==> config.mk <==
export PLATFORM = sky130hd
export DESIGN_NAME = cfts_cell
export DESIGN_NICKNAME = d
export VERILOG_FILES = /design/src/sv/cfts_pkg.sv /design/src/sv/cfts_cell.sv
export SDC_FILE = /design/constraint.sdc
export NUM_CORES = 1
export LEC_CHECK = 0
export BUFFER_PORTS_ARGS = -buffer_cell sky130_fd_sc_hd__buf_2
export CORE_MARGIN = 5
export CORE_UTILIZATION = 46
export DETAILED_ROUTE_END_ITERATION = 12
export MAX_ROUTING_LAYER = met4
export PLACE_DENSITY = 0.84
export SYNTH_ARGS = -nofsm -noshare
export SYNTH_HDL_FRONTEND = slang
export SYNTH_SLANG_ARGS = --single-unit
==> constraint.sdc <==
create_clock -name clk -period 6.4 [get_ports clk]
set_input_delay 1.28 -clock clk [delete_from_list [all_inputs] [get_ports clk]]
set_output_delay 1.28 -clock clk [all_outputs]
set_load 0.02 [all_outputs]
==> src/sv/cfts_pkg.sv <==
`timescale 1ns / 1ps
`default_nettype none
// ----------------------------------------------------------------------------
// Case-folding text pattern search: shared types and constants
// Code-unit type, item and status codes, register indexes, the control
// bundle that drives the row of compare cells, and ASCII case folding.
// ----------------------------------------------------------------------------
package cfts_pkg;

  localparam int UNIT_W    = 16;
  localparam int LEN_CFG_W = 7;
  localparam int CFG_IDX_W = 2;

  typedef logic [UNIT_W-1:0] unit_t;

  typedef enum logic [1:0] {
    MODE_PATTERN = 2'd0,
    MODE_DOC     = 2'd1,
    MODE_END     = 2'd2,
    MODE_UNUSED  = 2'd3
  } mode_t;

  typedef enum logic [1:0] {
    STATUS_MATCH      = 2'd0,
    STATUS_END        = 2'd1,
    STATUS_START      = 2'd2,
    STATUS_NO_PATTERN = 2'd3
  } status_t;

  typedef enum logic [CFG_IDX_W-1:0] {
    CFG_PATTERN_LENGTH   = 2'd0,
    CFG_CASE_SENSITIVE   = 2'd1,
    CFG_SEARCH_BACKWARDS = 2'd2,
    CFG_CURSOR_OFFSET    = 2'd3
  } cfg_index_t;

  typedef enum logic {
    ITEM_DOC = 1'b0,
    ITEM_END = 1'b1
  } item_kind_t;

  // Control bundle broadcast to every compare cell.
  typedef struct packed {
    logic shift;    // a document unit enters the window chain
    logic load;     // a pattern unit is written at the load index
    logic capture;  // the compare result of the item in stage 1 is kept
    logic fold;     // ASCII upper case maps to lower case before compare
  } cell_ctrl_t;

  localparam unit_t FOLD_LOW   = 16'h0041;
  localparam unit_t FOLD_HIGH  = 16'h005A;
  localparam unit_t FOLD_DELTA = 16'd32;

  function automatic unit_t fold_unit(input unit_t u, input logic fold_en);
    unit_t r;
    r = u;
    if (fold_en && (u >= FOLD_LOW) && (u <= FOLD_HIGH)) begin
      r = u + FOLD_DELTA;
    end
    return r;
  endfunction

endpackage
`default_nettype wire

==> src/sv/cfts_cell.sv <==
`timescale 1ns / 1ps
`default_nettype none
// ----------------------------------------------------------------------------
// Compare cell
// Holds one window unit that moves to the next cell on every document beat,
// one pattern unit, and the registered compare of that pattern unit against
// the window unit aligned to it.
// ----------------------------------------------------------------------------
module cfts_cell #(
  parameter int MAX_PATTERN = 64,
  parameter int IDX         = 0
) (
  input  logic                               clk,
  input  cfts_pkg::cell_ctrl_t               ctrl,
  input  cfts_pkg::unit_t                    unit_in,
  input  cfts_pkg::unit_t                    pattern_in,
  input  logic [$clog2(MAX_PATTERN+1)-1:0]   load_idx,
  input  logic [$clog2(MAX_PATTERN+1)-1:0]   len,
  input  cfts_pkg::unit_t                    aligned,
  output cfts_pkg::unit_t                    window,
  output logic                               eq
);
  import cfts_pkg::*;

  localparam int LEN_W = $clog2(MAX_PATTERN + 1);

  unit_t pattern;

  always_ff @(posedge clk) begin
    if (ctrl.shift) begin
      window <= unit_in;
    end
    if (ctrl.load && (load_idx == LEN_W'(IDX))) begin
      pattern <= pattern_in;
    end
    // Cells past the pattern length always agree.
    if (ctrl.capture) begin
      eq <= (LEN_W'(IDX) >= len) ||
            (fold_unit(pattern, ctrl.fold) == fold_unit(aligned, ctrl.fold));
    end
  end

endmodule
`default_nettype wire

* After elaboration in Yosys (flattened, before gate mapping)
Cells that the tools add are included.
** Storage, ports and cells
- Register bits :: 33
- Input bits :: 67
- Output and inout bits :: 17
- Word-level logic and storage cells :: 22
** Operators by class
- Add/subtract/negate cells :: 2
- $lt $le $gt $ge :: 5
- Equality and inequality tests :: 1
- Muxes and demuxes :: 4
- Reductions and logical operators :: 7
** Operator list (count)
- 16-bit two-way mux :: 4
- 16-bit by 6-bit adder with 16-bit output (second input constant) :: 2
- 16-bit by 7-bit >= comparator with 1-bit output (second input constant) :: 2
- 16-bit by 7-bit less-or-equal comparator with 1-bit output (second input constant) :: 2
- 16-bit == test :: 1
- 1-bit by 7-bit >= comparator with 1-bit output (first input constant) :: 1
- 7-bit zero test :: 1
- 1-bit logical AND :: 5
- 1-bit logical OR :: 1

* Depth between registers and ports, before layout
- Depth after elaboration :: 7
- Gate-level depth with buffers :: 7
- Depth with buffers taken out :: 7

* Worst setup path after synthesis
No wires, ideal clock.
- Path type :: input port to flip-flop
- From :: input port aligned[15]
- To :: register eq (data pin)
- Setup time :: 0.169 ns
- Arrival time :: 2.756 ns
- Data required time :: 6.231 ns
- Slack :: 3.475 ns
- Cell stages on the path :: 6
- Buffers on the path :: 0
- Cell sequence :: or4_4 or3_1 o31ai_2 xnor2_1 nand3_1 o31ai_1
** On the way
- Longest elaborated chain between the ends :: 7
- Elaborated cells between the ends (all ways) :: 9
- Those cells by class :: add/sub (1); order compare (2); eq/ne (1); mux (2); reduce/logical (3)
** Ends and longest elaborated chain
- start: declaration :: line cfts_cell.sv:19 : input cfts_pkg::unit_t aligned,
- 16-bit by 7-bit >= comparator with 1-bit output :: line cfts_pkg.sv:57 : if (fold_en && (u >= FOLD_LOW) && (u <= FOLD_HIGH)) begin
- 1-bit logical AND (2 in series) :: line cfts_pkg.sv:57
- 16-bit two-way mux (*) :: line cfts_pkg.sv:57
- 16-bit two-way mux (*) :: line cfts_cell.sv:37 : if (ctrl.capture) begin
- 16-bit == test (*) :: line cfts_cell.sv:39 : (fold_unit(pattern, ctrl.fold) == fold_unit(aligned, ctrl.fold));
- 1-bit logical OR (*) :: line cfts_cell.sv:38 : eq <= (LEN_W'(IDX) >= len) ||
- end signal: assignment :: line cfts_cell.sv:38
- end: declaration :: line cfts_cell.sv:21 : output logic eq
Mark *: on every way between the ends. The rest lies on a longest branch, timed or not. The select of a mux whose other input is x is not followed.
A chain may end at the register's enable or synchronous reset.

* Final worst setup path
Ends and elaborated chain as after synthesis.

==> impl_results.md <==
* Slew HR at 0.558
* Period utilization at 0.436
* Mapped Cells at 95
* Gr usage total at 0.167
* Row count at 20
* Pre-Repair DR Iteration Count at 4
* Die H at 65.7 microns
* DRC errors left at 0
* Max Clk Rate at 358 MHz
* DP HPWL at 2.69 mm
* CP max FO at 3
* Nets at 254
* Routability cong. at 0.810
* Ant diodes at 0
* FILL cells at 237
* #FFs+latches synth at 33
* Port-buffer cells at 83
* R2R Setup Slk at 4460 ps
* Period minus WS final at 2790 ps
* Worst hold path class: reg2reg
* Clk buf depth at 2
* Register area share after synthesis at 0.695
* Final core occ at 0.644
* Unrepaired setup endpoints after global routing: false
* Via count at 1118
* Share of layout cells above drive strength 1 at 0.489
* Min-delay src: pattern[7]
* Distinct cell type count after synthesis at 20
* Startpoint Class: input port
* CTS-repair resized insts at 0
* Pleak at 0.783 nW
* Mapped Nets at 164
* Initial Util at 0.475
* Maximum vdd ir drop at 0.125 mV
* Number of global-route vias before repair at 1259
* Initial antenna violation count at 0
* Drt wl/cell at 14.3 microns
* Fin Setup TNS at 0 ps
* Grt total ovfl at 0
* P_sw at 0.0000929 W
* CTS Sinks at 33
* Arrival @ worst endpoint at 2940 ps
* Io pins at 84
* Number of antenna-violating nets in the routed design at 0
* R2R depth at 6
* Max cap viols at 0
* DP Worst Slack at 3280 ps
* CTS Buf Count at 5
* Slew Limit Fails at 0
* Comb power frac at 0.132
* Worst setup margin at 3610 ps
* FF+latch area at 991 sq um
* Share of power burned in registers at 0.617
* Clock skew at 5.91 ps
* Mapped Area at 1430 sq um
* Core area at 3000 sq um
* R2r endpoint: eq
* Die Area at 4310 sq um
* Power Density at 209 nW/um^2
* Largest net degree at the start of global routing at 17
* Worst-Skew Late Latency at 310 ps
* Reg-to-reg startpoint: pattern[12]
* Critical Path RT at 6550 ps
* Switching share of power at 0.229
* Area of the multi-input gates at 435 sq um
* Post-CTS Hold Buffers at 0
* Area leader, netlist: edfxtp_1
* Int Power at 0.000312 W
* Post-Route WL at 3.13 mm
* First-pass GRT wire length at 5.15 mm
* Clock power share at 0.251
* Hold Path Stages at 3
* Initial DRC count at 42
* Vias per cell at 5.11
* Syn Area/Cell at 15.0 sq um
* Post-CTS setup buffer count at 0
* Worst slew pin tran at 663 ps
* CTS root buffer: clkbuf_4
* H-Tree Level Count at 2
* Yosys top cell area share at 0.695
* Placed Area at 1880 sq um
* Worst Hold Endpoint: eq
* Ranking of synthesized cells by area: edfxtp_1 69%, xnor2_1 6.8%, xor2_1 4.3%
* Design Area, Final at 1930 sq um
* Chip width at 65.7 microns
* Final setup viols at 0
* Run status: finished, final reports clean
* Crit path kind: in2reg
* Clk slew on worst S/H paths at 90 ps
* Tot Pwr at 0.000405 W
* TritonCTS clock tree: done
* CP Capture Type: flop
* Warnings from Yosys at 0
* Layout area overhead at 35.5%
* Fin. Hold Viols at 0
## worst max-delay path, stage by stage
cell	delay, ps
buf_2	110
or4_4	540
or3_1	340
o31ai_2	210
xnor2_1	140
nand3_1	90
o31ai_1	240
## metal layers
| metal | GRT usage | share of wire |
|---|---|---|
| met5 | - | 0 |
| met1 | 0.171 | 0.37 |
| met2 | 0.270 | 0.45 |
| met3 | 0.0838 | 0.15 |
| met4 | 0.0699 | 0.023 |
## synth_stat cells, drive strengths merged
library cell  instances
xor2                  7
nand3                 2
nor2                  5
xnor2                11
a31oi                 1
nand3b                3
o2bb2ai               2
nand2b                1
or3                   1
and4b                 1
o31ai                 3
a21oi                 2
nand2                 4
edfxtp               33
nor3                  7
ha                    2
nor4                  7
or4                   1
nand4                 2
## through the flow
step,cells,hold WS (ps)
floorplan,95,758
global placement,211,792
detailed placement,211,797
CTS,219,811
global route,219,892
finish,219,805
## power by group through the flow
stage	Clock [W]	Sequential (W)	Combinational, W
6_report	0.000102	0.000250	0.0000534
5_1_grt	0.000120	0.000251	0.0000582
4_1_cts	0.000108	0.000250	0.0000539
3_5_place_dp	0	0.000255	0.0000539
3_3_place_gp	0	0.000254	0.0000521
2_1_floorplan	0	0.000266	0.00000835
## cell usage in the layout (no fill, tap or decap), drive strengths merged, types with 3 or more instances in the layout
| cell | synthesis | routed |
|---|---|---|
| clkinv | 0 | 3 |
| nor2 | 5 | 5 |
| xor2 | 7 | 7 |
| buf | 0 | 83 |
| nor4 | 7 | 7 |
| nor3 | 7 | 7 |
| nand2 | 4 | 4 |
| nand3b | 3 | 3 |
| xnor2 | 11 | 11 |
| o31ai | 3 | 3 |
| clkbuf | 0 | 5 |
| edfxtp | 33 | 33 |
## worst max-delay path by stage
stage / startpoint / to / slack [ps] / cells past startpoint
floorplan: aligned[15] / eq / 3470 / 6
global placement: aligned[15] / eq / 3310 / 7
detailed placement: aligned[15] / eq / 3280 / 7
CTS: aligned[15] / eq / 3630 / 7
global route: aligned[15] / eq / 3460 / 7
finish: aligned[15] / eq / 3610 / 7
## registers in the layout (all words and copies together), names as in the netlist
signal / count
eq: 1
pattern: 16
window: 16
## logic make-up (layout without fill, tap and decap cells)
kind of cell / Yosys count / after routing / synth area share
flops: 33 / 33 / 0.695
compound gates: 8 / 8 / 0.0430
buf+inv: 0 / 91 / 0
xor+xnor: 18 / 18 / 0.111
fa+ha+maj: 2 / 2 / 0.0175
simple gates: 34 / 34 / 0.134
## layout make-up
class,instances,share of cell area
Timing Repair Buffer,83,0.215
Clock inverter,3,0.00647
Sequential cell,33,0.513
Clock buffer,5,0.0194
Multi-Input combinational cell,62,0.225
Tap cell,33,0.0214
Note: power is estimated with default switching activity, not from simulation.
